[src/rtl/core/blc_pkg.sv]
package blc_pkg;

  localparam int SW  = 16;   // sample width
  localparam int EW  = 48;   // energy accumulator width
  localparam int DVW = 57;   // dividend width of the power division
  localparam int CVW = 32;   // coefficient / error word width
  localparam int RKW = 26;   // reflection coefficient width, range +-2^24
  localparam int OMW = 25;   // (1 - k*k) in Q.24, range 0..2^24
  localparam int PWW = 40;   // error power output width
  localparam int MOPW = 33;  // multiplier operand width

  localparam logic signed [63:0] ACC_LIM = 64'sd1 << 61;
  localparam logic [63:0]        Q48_ONE = 64'd1 << 48;
  localparam logic [63:0]        HALF24  = 64'd1 << 23;
  localparam logic [RKW-1:0]     Q24_ONE = RKW'(1 << 24);

  localparam int PDIV_STEPS = DVW;  // one quotient bit per step
  localparam int RDIV_STEPS = 26;   // 25 quotient bits and one rounding bit

  localparam logic [1:0] ST_OK   = 2'd0;
  localparam logic [1:0] ST_FEW  = 2'd1;
  localparam logic [1:0] ST_ZERO = 2'd2;

  typedef enum logic [5:0] {
    S_LOAD, S_SQR, S_ENA, S_START, S_PDIV, S_PFIN,
    S_CP_RD, S_CP_WR,
    S_STG, S_CR_RD, S_CR_M0, S_CR_M1, S_CR_M2, S_CR_M3,
    S_REFL, S_RDIV, S_RFIN,
    S_PWR0, S_PWR1, S_PWR2, S_PWR3,
    S_CU_RA, S_CU_RB, S_CU_WR, S_NEXT,
    S_EU_R0, S_EU_L0, S_EU_RD, S_EU_M0, S_EU_M1, S_EU_M2,
    S_OUT_RD, S_OUT_LD, S_OUT_WT
  } state_t;

  typedef struct packed {
    logic load;
    logic step;
  } div_ctl_t;

  // clamp a sum to +-2^61
  function automatic logic signed [63:0] sat_add61(input logic signed [63:0] acc,
                                                   input logic signed [63:0] term);
    logic signed [63:0] s;
    s = acc + term;
    if (s > ACC_LIM) return ACC_LIM;
    if (s < -ACC_LIM) return -ACC_LIM;
    return s;
  endfunction

  function automatic logic signed [31:0] sat32(input logic signed [63:0] v);
    if (v > 64'sd2147483647) return 32'sh7fffffff;
    if (v < -64'sd2147483648) return 32'sh80000000;
    return v[31:0];
  endfunction

  // drop 24 fraction bits, round half away from zero
  function automatic logic signed [63:0] rs24(input logic signed [63:0] v);
    logic signed [63:0] mag;
    if (!v[63]) begin
      return (v + $signed(HALF24)) >>> 24;
    end
    mag = (-v + $signed(HALF24)) >>> 24;
    return -mag;
  endfunction

endpackage

[src/rtl/core/blc_mul.sv]
module blc_mul (
  input  logic                             clk,
  input  logic signed [blc_pkg::MOPW-1:0]  a,
  input  logic signed [blc_pkg::MOPW-1:0]  b,
  output logic signed [63:0]               p
);
  import blc_pkg::*;

  logic signed [2*MOPW-1:0] full;

  assign full = a * b;

  // register every product before it is used
  always_ff @(posedge clk) begin
    p <= full[63:0];
  end
endmodule

[config.mk]
export PLATFORM = sky130hd
export DESIGN_NAME = blc_mul
export DESIGN_NICKNAME = d
export VERILOG_FILES = /design/src/rtl/core/blc_pkg.sv /design/src/rtl/core/blc_mul.sv
export SDC_FILE = /design/constraint.sdc
export NUM_CORES = 2
export LEC_CHECK = 0
export ABC_AREA = 1
export BUFFER_PORTS_ARGS = -buffer_cell sky130_fd_sc_hd__buf_2
export CAP_MARGIN = 0
export CELL_PAD_IN_SITES_DETAIL_PLACEMENT = 1
export CELL_PAD_IN_SITES_GLOBAL_PLACEMENT = 1
export CORE_UTILIZATION = 45
export DETAILED_ROUTE_END_ITERATION = 16
export PLACE_DENSITY = 0.82
export SYNTH_ARGS = -nofsm -noshare
export SYNTH_HDL_FRONTEND = slang
export SYNTH_SLANG_ARGS = --single-unit
export TNS_END_PERCENT = 1
[constraint.sdc]
create_clock -name clk -period 10.4 [get_ports clk]
set_input_delay 3.12 -clock clk [delete_from_list [all_inputs] [get_ports clk]]
set_output_delay 3.12 -clock clk [all_outputs]
set_load 0.05 [all_outputs]
# After elaboration in Yosys (flattened, before gate mapping)
# Cells that the tools add are included.
[word_totals]
register_bits = 64
in_bits = 67
out_inout_bits = 64
wordCells = 2
[op_classes]
n_mul = 1
[ops]
columns = ["cell", "n"]
rows = [
  ["multiplier 33 x 33 -> 64 bit", 1],
]

# Depth between registers and ports, before layout
[logic_depth]
ltp_word = 1
ltp_mapped = 32
mapped_depth_nobuf = 30

# Least setup slack after synthesis
# OpenSTA, ideal clock, no wires.
[synth_timing]
path_kind = "in2reg"
startpoint = "input port a[32] (netlist name)"
endpoint = "register p[50]"
setup_ns = 0.113
arrival_ns = 9.969
required_time_ns = 10.287
slack_ns = 0.318
stages = 26
path_buffers = 2
cell_sequence = "clkbuf_1 clkbuf_1 nand2_1 inv_1 fa_1 fa_1 fa_1 inv_1 fa_1 inv_1 fa_1 fa_1 fa_1 inv_1 fa_1 inv_1 ha_1 nand2_1 nor2_1 inv_1 nor3_2 nand2_1 nor3_2 nand2_1 nand4_1 nand2_1"
[synth_between]
elab_chain_cells = 1
[synth_rtl]
columns = ["element", "line", "rtl"]
rows = [
  ["start: declaration", "blc_mul.sv:3", "input logic signed [blc_pkg::MOPW-1:0] a,"],
  ["multiplier 33 x 33 -> 64 bit", "blc_mul.sv:11", "assign full = a * b;"],
  ["net full[50]", "blc_mul.sv:9", "logic signed [2*MOPW-1:0] full;"],
  ["end signal: assignment", "blc_mul.sv:15", "p <= full[63:0];"],
  ["end: declaration", "blc_mul.sv:5", "output logic signed [63:0] p"],
]
# The timed path passes the listed nets, and every way through them passes these cells.

# Worst setup path after layout
[layout_timing]
startpoint = "input port b[20] (netlist name)"
endpoint = "register p[47]"
[layout_between]
elab_chain_cells = 1
[layout_rtl]
columns = ["element", "line", "rtl"]
rows = [
  ["start: declaration", "blc_mul.sv:4", "input logic signed [blc_pkg::MOPW-1:0] b,"],
  ["multiplier 33 x 33 -> 64 bit", "blc_mul.sv:11", ""],
  ["net full[47]", "blc_mul.sv:9", ""],
]
# The timed path passes the listed nets, and every way through them passes these cells.

==> impl_metrics.json <==
{
  "drt_iter0_markers": 2166,
  "cp.required_ns": 10.69,
  "setup_viol": 0,
  "path_cells": "buf_2, nand2_1, fa_1, fa_1, inv_1, fa_1, fa_1, fa_1, fa_1, fa_1, inv_1, fa_1, inv_1, ha_1, a21oi_1, buf_4, o21ai_0, a21oi_1, nand2_1, nand3b_1, xor2_1, buf_4",
  "ctsHoldBuffers": 0,
  "top_register": "p",
  "cts-htree-levels": 3,
  "gp_congestion": 0.971,
  "critPathKind": "in2reg",
  "instances_no_fill": 6635,
  "crit_top_cell": "fa_1",
  "grt_pass1_vias": 40500,
  "rows": 111,
  "start_kind": "input pin",
  "report.final.slew_viol_count": 0,
  "final_core_util_pct": 48.9,
  "largest_reg_flops": 64,
  "path_clk_slew_ns": 0.06,
  "rsz0062_at_grt": "no",
  "ant_nets": 0,
  "post_cts_buffers": 0,
  "synthesis.nets": 6753,
  "ys_seq_elements": 64,
  "synth-main-ff-cell": "dfxtp_1",
  "fmax_mhz": 97.3,
  "dieArea_sq_um": 94600,
  "cts_tree": "done",
  "fin_area_sq_um": 45000,
  "max-clock-path-buffers": 2,
  "die_h_microns": 308,
  "synth_edf_count": 0,
  "netlist_area_sq_um": 42000,
  "overflow": 0,
  "cp_max_fo": 30,
  "largestRegisters": "p (64)",
  "fill_cells": 11400,
  "nets": 6783,
  "hpwl_mm": 127,
  "ys_warn_count": 0,
  "synth.avg_cell_area_sq_um": 7.86,
  "ys_seq_area_share_pct": 3.05,
  "fin_crit_sh_pct": 98.8,
  "async_flop_share_pct": 0,
  "numCtsBuffers": 9,
  "synth_cells": 5349,
  "grt_pass1_wl_mm": 230,
  "initial_core_util_pct": 45.7,
  "crit_slowest_cell": "fa_1",
  "numPlacedInstances": 6611,
  "clock-sinks": 64,
  "worst-path-stages": 22,
  "worst-path-buf-inv": 6,
  "grt_max_degree": 34,
  "cp.arrival_ns": 10.57,
  "vias_per_cell": 5.15,
  "cap_violations": 0,
  "hp-class": "in2reg",
  "antenna_found_initial": 11,
  "syn_to_final_growth_pct": 7.12,
  "core_sq_um": 92100,
  "drive_gt1_share_pct": 6.54,
  "relSlewSlack_pct": 9.11,
  "routed_wl_mm": 146,
  "period_minus_slack_ns": 10.28,
  "holdPathStages": 4,
  "synth_cell_types": 32,
  "cts_root_buf": "clkbuf_16",
  "drtPass1Iterations": 5,
  "place_area_sq_um": 44700,
  "fp.dieW_microns": 308,
  "grt_use_total_pct": 32.2,
  "crit_family": "adder cells",
  "tightest_slew_ns": 1.36,
  "wl_per_cell_microns": 21.9,
  "final-hold-violation-count": 0,
  "status": "complete, no violations",
  "numPortBuffers": 130,
  "num_vias": 34200,
  "worst_setup_path_end_kind": "flop",
  "max_stage_delay_ns": 0.61,
  "post-route-drc-count": 0,
  "boundaryPins": 131
}
## stage by stage
stage | hold WS, ns | worst slack [ns] | setup TNS [ns]
global route | 3.41 | 0.00828 | 0
finish | 3.41 | 0.120 | 0
global placement | 3.59 | -0.0395 | -0.0395
detailed placement | 3.59 | -0.260 | -0.260
CTS | 3.40 | 0.0823 | 0
floorplan | 3.38 | 0.318 | 0
## routing by layer
layer	part of all wire [%]	up-vias	track usage (%)
met5	0.032	-	0
met4	4.5	8	12.7
met3	8.2	406	5.80
met2	49	1441	55.2
met1	38	17800	40.0
li1	-	14600	-
## cell usage in the layout, fill, tap and decap left out, types with 14 or more instances in the layout
cell / instances
inv_1: 1799
nand2_1: 1431
fa_1: 1125
ha_1: 211
buf_4: 131
nor2_1: 129
buf_2: 121
a21oi_1: 75
nand3_1: 66
dfxtp_1: 64
o21ai_0: 35
xor2_1: 31
buf_12: 21
nand4_1: 20
o21bai_1: 18
nor2_2: 17
nand2_2: 14
## cell families (layout without fill, tap and decap cells)
logic type / count (synthesis) / in the layout / synth area share (%)
AO/OA/AOI/OAI: 143 / 143 / 1.86
XOR/XNOR: 36 / 36 / 0.750
adder cells (fa/ha/maj): 1337 / 1337 / 59.9
buffers and inverters: 2063 / 2098 / 18.4
flip-flops: 64 / 64 / 3.05
other: 0 / 8 / 0
AND/OR/NAND/NOR: 1706 / 1706 / 16.0
## final timing paths
path,from,to,slack (ns)
setup / recovery,b[20],p[47],0.12
hold / removal,b[0],p[0],3.41
## worst min-delay path, cell delays in order
cell and delay (ns):
buf_2 0.15, buf_12 0.18, nand2_1 0.17, inv_1 0.07
## final cells by class
type	count	area [sq um]	area share (%)
Multi-Input combinational cell	3222	33000	73.3
Inverter	1800	6760	15.0
Antenna cell	8	20.0	0.0445
Sequential cell	64	1280	2.85
Clock inverter	7	103	0.228
Clock buffer	9	225	0.500
Tap cell	1243	1560	3.45
Timing Repair Buffer	282	2080	4.61
## synth_stat cells (all sizes together) (6+ instances only)
cell type     n  area, sq um
a21oi        76          384
nor2        148          613
or2           6         37.5
nand4        20          125
xor2         31          272
nand2      1446         5470
nand3        72          390
inv        1799         6750
o21bai       18          135
nor3         10         70.1
ha          212         2650
clkbuf      261          980
dfxtp        64         1280
o21ai        43          219
fa         1125        22500
## repair_timing
item                       4_1_cts  5_1_grt
hold endpoints to repair         0        0
setup endpoints to repair        0        1
resized for setup                0       10
Power is left out: the tool's default activity adds up to more than one toggle a clock period on the data nets, which glitch-free logic cannot reach.
