File: config.mk
export PLATFORM = sky130hd
export DESIGN_NAME = blc_div
export DESIGN_NICKNAME = d
export VERILOG_FILES = /design/src/rtl/core/blc_pkg.sv /design/src/rtl/core/blc_div.sv
export SDC_FILE = /design/constraint.sdc
export NUM_CORES = 1
export LEC_CHECK = 0
export BUFFER_PORTS_ARGS = -buffer_cell sky130_fd_sc_hd__buf_4
export CORE_UTILIZATION = 40
export CTS_CLUSTER_SIZE = 16
export DETAILED_ROUTE_END_ITERATION = 8
export PLACE_DENSITY_LB_ADDON = 0.2
export SYNTH_ARGS = -nofsm -noshare
export SYNTH_HDL_FRONTEND = slang
export SYNTH_SLANG_ARGS = --single-unit
File: constraint.sdc
create_clock -name clk -period 3.6 [get_ports clk]
set_input_delay 0.36 -clock clk [delete_from_list [all_inputs] [get_ports clk]]
set_output_delay 0.36 -clock clk [all_outputs]
set_load 0.05 [all_outputs]
File: src/rtl/core/blc_pkg.sv
package blc_pkg;

  localparam int SW  = 16;   // sample width
  localparam int EW  = 48;   // energy accumulator width
  localparam int DVW = 57;   // dividend width of the power division
  localparam int CVW = 32;   // coefficient / error word width
  localparam int RKW = 26;   // reflection coefficient width, range +-2^24
  localparam int OMW = 25;   // (1 - k*k) in Q.24, range 0..2^24
  localparam int PWW = 40;   // error power output width
  localparam int MOPW = 33;  // multiplier operand width

  localparam logic signed [63:0] ACC_LIM = 64'sd1 << 61;
  localparam logic [63:0]        Q48_ONE = 64'd1 << 48;
  localparam logic [63:0]        HALF24  = 64'd1 << 23;
  localparam logic [RKW-1:0]     Q24_ONE = RKW'(1 << 24);

  localparam int PDIV_STEPS = DVW;  // one quotient bit per step
  localparam int RDIV_STEPS = 26;   // 25 quotient bits and one rounding bit

  localparam logic [1:0] ST_OK   = 2'd0;
  localparam logic [1:0] ST_FEW  = 2'd1;
  localparam logic [1:0] ST_ZERO = 2'd2;

  typedef enum logic [5:0] {
    S_LOAD, S_SQR, S_ENA, S_START, S_PDIV, S_PFIN,
    S_CP_RD, S_CP_WR,
    S_STG, S_CR_RD, S_CR_M0, S_CR_M1, S_CR_M2, S_CR_M3,
    S_REFL, S_RDIV, S_RFIN,
    S_PWR0, S_PWR1, S_PWR2, S_PWR3,
    S_CU_RA, S_CU_RB, S_CU_WR, S_NEXT,
    S_EU_R0, S_EU_L0, S_EU_RD, S_EU_M0, S_EU_M1, S_EU_M2,
    S_OUT_RD, S_OUT_LD, S_OUT_WT
  } state_t;

  typedef struct packed {
    logic load;
    logic step;
  } div_ctl_t;

  // clamp a sum to +-2^61
  function automatic logic signed [63:0] sat_add61(input logic signed [63:0] acc,
                                                   input logic signed [63:0] term);
    logic signed [63:0] s;
    s = acc + term;
    if (s > ACC_LIM) return ACC_LIM;
    if (s < -ACC_LIM) return -ACC_LIM;
    return s;
  endfunction

  function automatic logic signed [31:0] sat32(input logic signed [63:0] v);
    if (v > 64'sd2147483647) return 32'sh7fffffff;
    if (v < -64'sd2147483648) return 32'sh80000000;
    return v[31:0];
  endfunction

  // drop 24 fraction bits, round half away from zero
  function automatic logic signed [63:0] rs24(input logic signed [63:0] v);
    logic signed [63:0] mag;
    if (!v[63]) begin
      return (v + $signed(HALF24)) >>> 24;
    end
    mag = (-v + $signed(HALF24)) >>> 24;
    return -mag;
  endfunction

endpackage

File: src/rtl/core/blc_div.sv
module blc_div (
  input  logic                        clk,
  input  blc_pkg::div_ctl_t           ctl,
  input  logic [blc_pkg::DVW-1:0]     dvd_in,
  input  logic [63:0]                 rem_in,
  input  logic [63:0]                 dsr_in,
  output logic [63:0]                 q
);
  import blc_pkg::*;

  logic [63:0]    r;
  logic [63:0]    d;
  logic [DVW-1:0] dvd;
  logic [63:0]    rs;
  logic           ge;

  // restoring division, one quotient bit per step
  assign rs = {r[62:0], dvd[DVW-1]};
  assign ge = rs >= d;

  always_ff @(posedge clk) begin
    if (ctl.load) begin
      r   <= rem_in;
      d   <= dsr_in;
      dvd <= dvd_in;
      q   <= '0;
    end else if (ctl.step) begin
      r   <= ge ? rs - d : rs;
      q   <= {q[62:0], ge};
      dvd <= {dvd[DVW-2:0], 1'b0};
    end
  end
endmodule

# Word level (Yosys, flattened, before mapping)
# Index checks and enable logic that the tools add are counted.
# totals
ff_bits	248
in_bits	188
output_inout_bits	64
word_cells	12
# classes
addsub	1
magnitude_cmp	1
muxes	5
reduce_logical	1
# ops
cell	count
2-to-1 mux 63 bit	3
2-to-1 mux 57 bit	2
>= comparator 64 bit	1
subtractor 63 bit	1
nonzero test 2 bit	1

# Longest topological paths before layout
# Gate-level depths: netlist of the first run.
# depth
depth_word	4
ltp_mapped	16
ltp_nobuf	13

# Worst setup path after synthesis of the first run
# OpenSTA, ideal clock, no wires.
# synth_path
path_kind	input-to-reg
from	input ctl[0] (netlist name)
to	register dvd[0], enable pin
setup_time_ns	0.428
t_arrival_ns	2.866
t_required_ns	3.172
slack_ns	0.305
path_stages	4
path_buffers	3
cell_sequence	clkbuf_1 clkbuf_1 clkbuf_1 or2_2
# synth_between
elab_chain_cells	1
# synth_rtl
item	line_no	text
from (decl)	blc_div.sv:3	input blc_pkg::div_ctl_t ctl,
nonzero test 2 bit (no source line)	--	
to (signal assigned)	blc_div.sv:25	dvd <= dvd_in;
to (signal assigned)	blc_div.sv:30	dvd <= {dvd[DVW-2:0], 1'b0};
to (decl)	blc_div.sv:13	logic [DVW-1:0] dvd;
# No other way between the ends.
# A chain may end at the register's enable or synchronous reset.

# Final worst setup path of the first run
# layout_path
from	register r[2]
to	register r[33], data pin
# layout_between
elab_chain_cells	4
elab_cells_between_ends	5
classes_between	add/sub (1); order compare (1); mux (3)
# layout_rtl
item	line_no	text
from (decl)	blc_div.sv:11	logic [63:0] r;
from (signal assigned)	blc_div.sv:23	r <= rem_in;
from (signal assigned)	blc_div.sv:28	r <= ge ? rs - d : rs;
subtractor 63 bit / >= comparator 64 bit (equally long branches)	blc_div.sv:28, blc_div.sv:19	
2-to-1 mux 63 bit (*)	blc_div.sv:28	
2-to-1 mux 63 bit (*)	blc_div.sv:27	end else if (ctl.step) begin
2-to-1 mux 63 bit (*)	blc_div.sv:22	if (ctl.load) begin
# Mark *: on every way between the ends. The rest lies on a longest branch, timed or not. The select of a mux whose other input is x is not followed.

==> results.tsv, run 1 <==
metric	value	unit
ir_worst_vdd	0.453	mV
crit_start	r[2]	
htreeDepth	1	
grt_pass1_vias	10800	
worstHoldStart	rem_in[39]	
ys_seq_area_frac	0.499	
syn_inst	1288	
via_per_inst	5.20	
crit_type	reg2reg	
final.min_clock_period	3440	ps
layout.nets	1859	
clkTransAtPathRegs	60	ps
finalSetupTns	0	ps
layout.cells.non_filler	2079	
met1_usage	0.250	
antenna_found_initial	2	
antenna_left	0	
grt_pass1_wl	55.4	mm
wl	34.3	mm
ys_warn_count	0	
finalWorstSetupSlack	160	ps
num_rows	67	
dieWidth	187	µm
dpl.hpwl	24.3	mm
synthArstFlopShare	0	
gr-usage-all-layers	0.195	
max_slew.worst_pin.slew	1050	ps
grtUsageMet2	0.325	
ys.flop_type	edfxtp_1	
synth_cell_types	62	
report.final.slew_viol_count	0	
first_pass_iters	6	
maxCapViolCount	0	
drtIter0Drc	582	
drt_drc_violations_left	0	
areaGrowthSynthToFinish	31.0	%
setup_viol_count_final	0	
syn_avg_cell_area	10.6	µm²
synth_edf_count	184	
place_ws	18.7	ps
ios	252	
dp_cells	1959	
slew_headroom	0.300	
crit_path_max_fanout	5	
rsz0062_at_grt	no	
outcome	finished, final reports clean	
fp.dieH	187	µm
critPathLaunchType	flop	
coreArea	0.0335	mm²
hold_viol_final	0	
gp_congestion	0.900	
clkLatencyLatePin	580	ps
reg2reg_from	r[2]	
grt_use_met3	0.0463	
worstHoldPathType	in2reg	
start_util	0.407	
total_power	10.4	mW
final.setup_skew	17.9	ps
numClockSinks	248	
final_core_util	0.533	
power.density	581	mW/mm²
cts_root_buf	clkbuf_16	
fmax	291	MHz
mostFrequentLayoutCells	buf_4, edfxtp_1, nor2_1	
worst_path_max_delay_cell	o311a_1	
overflow	0	
port_buffers	250	
vias	10800	
critical_path.cell_chain	ha_1 > a21o_1 > a21oi_1 > a21oi_2 > o311a_1 > a21oi_1 > o21bai_1 > a21o_1 > a211oi_1 > xnor2_1 > a221o_1	
grt_max_degree	73	
post-route-period-util	0.956	
ys_seq_elements	248	
total_leakage_power	7.67	nW
numCtsBuffers	29	
cts_tree	yes	
drive_above_1_share	0.263	
cp_data_arrival_time	3760	ps
wl_per_cell	16.5	µm
syn-cell-area	0.0136	mm²
post_cts_buffers	0	
busiest_layer	met2	
die_area	0.0348	mm²
cpPeakStageDelay	410	ps
syn-num-nets	1541	
cp-end-kind	flop	
cts_max_path_buffers	3	
required	3910	ps
layout_commonest_cell	buf_4	
==> cell families after synthesis <==
| kind of cell | count (synthesis) | synth area share |
|---|---|---|
| AND/OR/NAND/NOR | 313 | 0.107 |
| flip-flops | 248 | 0.499 |
| AO/OA/AOI/OAI | 308 | 0.144 |
| multiplexers | 140 | 0.110 |
| XOR/XNOR | 56 | 0.0360 |
| buffers and inverters | 158 | 0.0445 |
| adder cells (fa/ha/maj) | 65 | 0.0602 |
==> worst max-delay path: cells and delay by family (launching register included) <==
kind / cells / cell delay (ps)
fa+ha+maj: 1 / 390
xor+xnor: 1 / 120
compound gates: 9 / 2290
flops: 1 / 390
==> metal layers <==
| layer | vias up | share of wire |
|---|---|---|
| met3 | 47 | 0.065 |
| met4 | 0 | 0.026 |
| li1 | 5340 | - |
| met2 | 270 | 0.47 |
| met5 | - | 0 |
| met1 | 5160 | 0.44 |
==> repair_timing <==
| action | in CTS | in global routing |
|---|---|---|
| hold endpoints to repair | 64 | 0 |
| gates resized for setup | 0 | 5 |
| hold buffers | 64 | 0 |
| endpoints found under the setup margin | 0 | 26 |
==> synth_stat cells, types with 3 or more instances <==
cell type  instances  area, µm²
ha_1              64        801
a21oi_1           93        465
nand2b_1           8       50.1
nor3b_1            3       22.5
inv_1             85        319
dfxtp_1           64       1280
a221oi_1           5       43.8
or2_2              4       25.0
a211oi_1          14        105
buf_1              6       22.5
mux2_2            75        845
o211ai_1          13       97.6
a31oi_1            7       43.8
a221o_1           13        130
clkbuf_1          55        206
nand2_1           88        330
or3_1              6       37.5
a21o_1            26        195
o21ai_0           75        375
mux2i_1           65        651
nor2_1           118        443
o21a_1            20        150
edfxtp_1         184       5530
xor2_1            26        228
buf_2             10       50.1
o31ai_1            3       22.5
nor3_1             9       45.0
nor2b_1            5       31.3
and2_1             5       31.3
o21bai_1          16        120
xnor2_1           30        263
nand4_1           26        163
nand3_1           12       60.1
o221ai_1           4       35.0
and3_1            17        106
==> stage by stage <==
| stage | instance area (µm²) | hold slack (ps) |
|---|---|---|
| finish | 17900 | 50.8 |
| global route | 17900 | 35.1 |
| CTS | 17900 | 19.2 |
| detailed placement | 16300 | 491 |
| global placement | 16300 | 488 |
| floorplan | 13600 | 459 |
==> worst paths after layout <==
check	to	slack, ps	depth (start not counted)
max	r[33]	160	11
min reg2reg	q[63]	500	2
min	r[39]	50	2
max reg2reg	r[33]	160	11
==> registers in the layout, indices dropped and copies added, names as in the netlist <==
name  cells
q        64
d        64
r        63
dvd      57
==> final cells by class <==
cell class                 instances  area (µm²)
antenna                            2        5.00
inverter                          86         323
sequential                       248        6810
clock buffer                      42         815
tap                              448         561
fill                            3042       15700
clock inverter                    12         128
timing repair buffer             359        2970
multi-input combinational        882        6260
==> power breakdown <==
group / internal (mW) / total, mW / switching [mW]
registers: 3.51 / 3.66 / 0.155
logic: 1.74 / 3.78 / 2.04
clock network: 1.72 / 2.93 / 1.21
No activity file was read; power rests on OpenSTA's default activity.
==> run 2: changes to the inputs <==
--- a/config.mk
+++ b/config.mk
@@ -9,6 +9,7 @@
 export CORE_UTILIZATION = 40
 export CTS_CLUSTER_SIZE = 16
 export DETAILED_ROUTE_END_ITERATION = 8
+export MAX_ROUTING_LAYER = met4
 export PLACE_DENSITY_LB_ADDON = 0.2
 export SYNTH_ARGS = -nofsm -noshare
 export SYNTH_HDL_FRONTEND = slang
==> results.tsv, run 2 (synthesis gave the netlist of run 1 again) <==
metric	value	unit	change
num_rows	67		unchanged
drt_drc_violations_left	0		unchanged
cp_data_arrival_time	3730	ps	-30 ps
final.setup_skew	12.6	ps	-5.31 ps
crit_type	reg2reg		
total_leakage_power	7.71	nW	+0.52%
layout_commonest_cell	buf_4		
holdWs	58.5	ps	+7.73 ps
mostFrequentLayoutCells	buf_4, edfxtp_1, nor2_1		
cp-end-kind	flop		
clkPwrFrac	0.280		-0.002
cts_tree	yes		
numCtsBuffers	30		+3.4%
report.final.slew_viol_count	0		unchanged
cts_root_buf	clkbuf_16		
worstHoldPathType	in2reg		
dieWidth	187	µm	unchanged
dpl.hpwl	24.5	mm	+1.1%
antenna_left	0		unchanged
gr-usage-all-layers	0.201		+0.00598
coreArea	0.0335	mm²	unchanged
p_int	7.00	mW	+0.61%
grt_max_degree	86		+18%
overflow	0		unchanged
slew_headroom	0.307		+0.00661
post-route-period-util	0.947		-0.00882
power_frac_seq	0.351		-0.002
htreeDepth	1		unchanged
outcome	finished, final reports clean		
p_sw	3.43	mW	+0.52%
vias	10800		-0.22%
hold_viol_final	0		unchanged
areaGrowthSynthToFinish	31.7	%	
ir_worst_vdd	0.423	mV	-6.6%
cts_max_path_buffers	3		unchanged
port_buffers	250		unchanged
rsz0062_at_grt	no		
ios	252		unchanged
p_comb_frac	0.369		+0.005
fp.dieH	187	µm	unchanged
fmax	293	MHz	+0.93%
wl	34.2	mm	-0.23%
setup_viol_count_final	0		unchanged
clkLatencyLatePin	580	ps	about the same
grt_pass1_vias	10800		-0.27%
drtIter0Drc	646		+11%
final_core_util	0.536		+0.00302
grt_pass1_wl	55.6	mm	+0.26%
critPathLaunchType	flop		
nFillCells	3065		+0.76%
maxCapViolCount	0		unchanged
crit_start	r[33]		
reg2reg_from	r[33]		
crit_path_max_fanout	7		+2
numClockSinks	248		unchanged
max_slew.worst_pin.slew	1040	ps	-9.92 ps
via_per_inst	5.18		-0.41%
first_pass_iters	5		-1
drive_above_1_share	0.271		+0.00732
power.density	581	mW/mm²	about the same
die_area	0.0348	mm²	unchanged
layout.nets	1862		+0.16%
final.min_clock_period	3410	ps	-31.8 ps
worstHoldStart	rem_in[22]		
required	3920	ps	about the same
reg_top3	d x64, q x64, r x63		
clkTransAtPathRegs	60	ps	about the same
antenna_found_initial	2		unchanged
start_util	0.407		unchanged
gp_congestion	0.916		+1.8%
p_sw_frac	0.329		about the same
finalSetupTns	0	ps	unchanged
wl_per_cell	16.4	µm	-0.42%
[run 2: layout make-up]
class | instances | area, µm² | share of cell area
clock buffers | 41 | 812 | 0.0452
multi-input cells | 882 | 6330 | 0.352
inverters | 86 | 323 | 0.0180
well taps | 448 | 561 | 0.0312
clock inverters | 15 | 148 | 0.00822
diodes | 2 | 5.00 | 0.000279
repair buffers | 361 | 2990 | 0.166
flip-flops and latches | 248 | 6810 | 0.379
[run 2: power by group through the flow]
| stage | clock, mW | combinational, mW | sequential (mW) |
|---|---|---|---|
| floorplan | 0 | 2.59 | 3.68 |
| global placement | 0 | 3.66 | 3.71 |
| detailed placement | 0 | 3.69 | 3.72 |
| finish | 2.92 | 3.85 | 3.67 |
| global route | 3.13 | 4.26 | 3.71 |
| CTS | 3.02 | 3.77 | 3.67 |
[run 2: routing by layer]
metal / share of wire / routed length [µm] / vias to the layer above / track usage
li1: - / - / 5330 / -
met1: 0.44 / 15100 / 5124 / 0.257
met2: 0.48 / 16300 / 294 / 0.325
met3: 0.063 / 2150 / 45 / 0.0442
met4: 0.019 / 652 / 0 / 0.0445
met5: 0 / 0 / - / -
[run 2: final timing paths]
| kind | endpoint | slack, ps | cells past startpoint |
|---|---|---|---|
| worst max-delay path | r[49] | 190 | 11 |
| worst min-delay path | r[22] | 60 | 2 |
| worst max register to register | r[49] | 190 | 11 |
| worst min register to register | q[63] | 510 | 2 |
[run 2: critical path, cell delays in order (launching register included)]
cell and delay (ps):
edfxtp_1 420, ha_1 420, a211oi_1 310, o21ai_0 140, a221oi_1 320, o21ai_0 160
a21o_1 220, o21ai_2 260, o311a_4 260, o221ai_1 150, xor2_1 170, a221o_1 320
[run 2: metrics by stage]
| stage | instance area (µm²) | power (mW) | setup WS, ps | cells |
|---|---|---|---|---|
| floorplan | 13600 | 6.27 | 305 | 1288 |
| global placement | 16300 | 7.37 | 96.7 | 1958 |
| detailed placement | 16300 | 7.41 | 49.0 | 1958 |
| CTS | 17900 | 10.5 | 24.3 | 2078 |
| global route | 18000 | 11.1 | 5.69 | 2083 |
| finish | 18000 | 10.4 | 191 | 2083 |
[run 2: repair_timing]
item,4_1_cts,5_1_grt
hold endpoints to repair,64,0
resized for setup,0,18
endpoints found under the setup margin,0,24
hold buffers,64,0
buffers inserted,0,3
==> run 3: changes to the inputs <==
--- a/config.mk
+++ b/config.mk
@@ -6,7 +6,7 @@
 export NUM_CORES = 1
 export LEC_CHECK = 0
 export BUFFER_PORTS_ARGS = -buffer_cell sky130_fd_sc_hd__buf_4
-export CORE_UTILIZATION = 40
+export CORE_UTILIZATION = 39
 export CTS_CLUSTER_SIZE = 16
 export DETAILED_ROUTE_END_ITERATION = 8
 export MAX_ROUTING_LAYER = met4
==> results.tsv, run 3 (synthesis gave the netlist of run 1 again) <==
metric	value	unit	change
drtIter0Drc	605		-6.3%
htreeDepth	1		unchanged
fmax	291	MHz	-0.72%
gp_congestion	0.930		+1.5%
layout.nets	1851		-0.59%
report.final.slew_viol_count	0		unchanged
dpl.hpwl	24.3	mm	-0.85%
fp.dieH	189	µm	+1.3%
start_util	0.396		-0.0109
hold_viol_final	0		unchanged
clkLatencyLatePin	570	ps	about the same
layout.cells.non_filler	2076		-0.34%
via_per_inst	5.13		-0.92%
max_slew.worst_pin.slew	1060	ps	+21.2 ps
outcome	finished, final reports clean		
grt_pass1_wl	54.5	mm	-1.9%
final.setup_skew	8.67	ps	-3.95 ps
cts_tree	yes		
crit_path_max_fanout	6		-1
antenna_found_initial	1		-1
overflow	0		unchanged
cp_data_arrival_time	3750	ps	+20 ps
mostFrequentLayoutCells	buf_4, edfxtp_1, nor2_1		
port_buffers	250		unchanged
layout_commonest_cell	buf_4		
cpPeakStageDelay	400	ps	-20 ps
coreArea	0.0345	mm²	+2.8%
areaGrowthSynthToFinish	30.7	%	
critical_path.cell_chain	ha_1 > and3_1 > nand4_1 > a21oi_2 > o311ai_1 > buf_4 > nor3_4 > o21ai_2 > o311a_4 > o221ai_1 > xor2_1 > a221o_1		
final.min_clock_period	3430	ps	+24.7 ps
grt_max_degree	137		+59%
critPathLaunchType	flop		
maxCapViolCount	0		unchanged
dp_cells	1957		-0.051%
placed_area	0.0162	mm²	-0.55%
drt_drc_violations_left	0		unchanged
ios	252		unchanged
reg_top3	d x64, q x64, r x63		
numCtsBuffers	28		-6.7%
grt_pass1_vias	10700		-0.97%
crit_type	reg2reg		
wl	34.3	mm	+0.25%
antenna_left	0		unchanged
num_rows	68		+1.5%
final_area	0.0178	mm²	-0.76%
slew_headroom	0.293		-0.0141
die_area	0.0357	mm²	+2.5%
numClockSinks	248		unchanged
worstHoldPathType	in2reg		
post-route-period-util	0.954		+0.00686
power.density	575	mW/mm²	-1.0%
cp-end-kind	flop		
wl_per_cell	16.5	µm	+0.59%
ir_worst_vdd	0.431	mV	+1.8%
first_pass_iters	5		unchanged
required	3910	ps	about the same
cts_root_buf	clkbuf_16		
clkTransAtPathRegs	60	ps	about the same
setup_viol_count_final	0		unchanged
worst_path_max_delay_cell	ha_1		
dieWidth	189	µm	+1.3%
cts_max_path_buffers	3		unchanged
total_leakage_power	7.61	nW	-1.3%
gr-usage-all-layers	0.194		-0.00637
drive_above_1_share	0.268		-0.00277
vias	10700		-1.3%
run 3: where the power goes:
| group | switching (mW) | internal (mW) |
|---|---|---|
| Sequential | 0.157 | 3.51 |
| Clock | 1.19 | 1.64 |
| Combinational | 2.06 | 1.69 |
run 3: cell type report:
cell class | count | area [µm²]
tap | 455 | 569
multi-input combinational | 882 | 6330
clock buffer | 38 | 768
clock inverter | 14 | 149
antenna | 1 | 2.50
inverter | 86 | 323
fill | 3102 | 16600
sequential | 248 | 6810
timing repair buffer | 352 | 2880
run 3: repair_timing:
action | CTS | global route
setup buffers | 0 | 2
resized for setup | 1 | 19
hold endpoints to repair | 64 | 0
hold buffers | 64 | 0
endpoints found under the setup margin | 1 | 24
pin swaps | 0 | 3
gates cloned | 0 | 0
run 3: metal layers:
metal / part of all wire / vias up / GRT usage
li1: - / 5309 / -
met2: 0.47 / 252 / 0.318
met4: 0.022 / 0 / 0.0465
met1: 0.45 / 5051 / 0.245
met5: 0 / - / -
met3: 0.060 / 46 / 0.0424
run 3: path summary, 6_finish.rpt:
| path | startpoint | endpoint | slack (ps) | cells past startpoint |
|---|---|---|---|---|
| max | r[5] | r[49] | 170 | 12 |
| min | rem_in[21] | r[21] | 70 | 2 |
| min reg2reg | q[63] | q[63] | 520 | 2 |
| max reg2reg | r[5] | r[49] | 170 | 12 |
run 3: through the flow:
| stage | TNS, ps | hold WS [ps] | setup WS, ps | utilization | power [mW] |
|---|---|---|---|---|---|
| final | 0 | 66.6 | 167 | 0.518 | 10.2 |
| after global routing | -82.4 | 45.2 | -22.7 | 0.518 | 10.9 |
| after CTS | 0 | 37.2 | 23.2 | 0.515 | 10.3 |
| after floorplan | 0 | 459 | 305 | - | 6.27 |
| after detailed placement | -12.1 | 497 | -12.1 | 0.469 | 7.31 |
| after global placement | 0 | 488 | 61.3 | 0.469 | 7.28 |
run 3: worst max-delay path, delay by kind of cell (launching register included):
kind	cells	cell delay (ps)
flops	1	390
buf+inv	1	190
simple gates	3	620
compound gates	6	1460
fa+ha+maj	1	400
xor+xnor	1	120
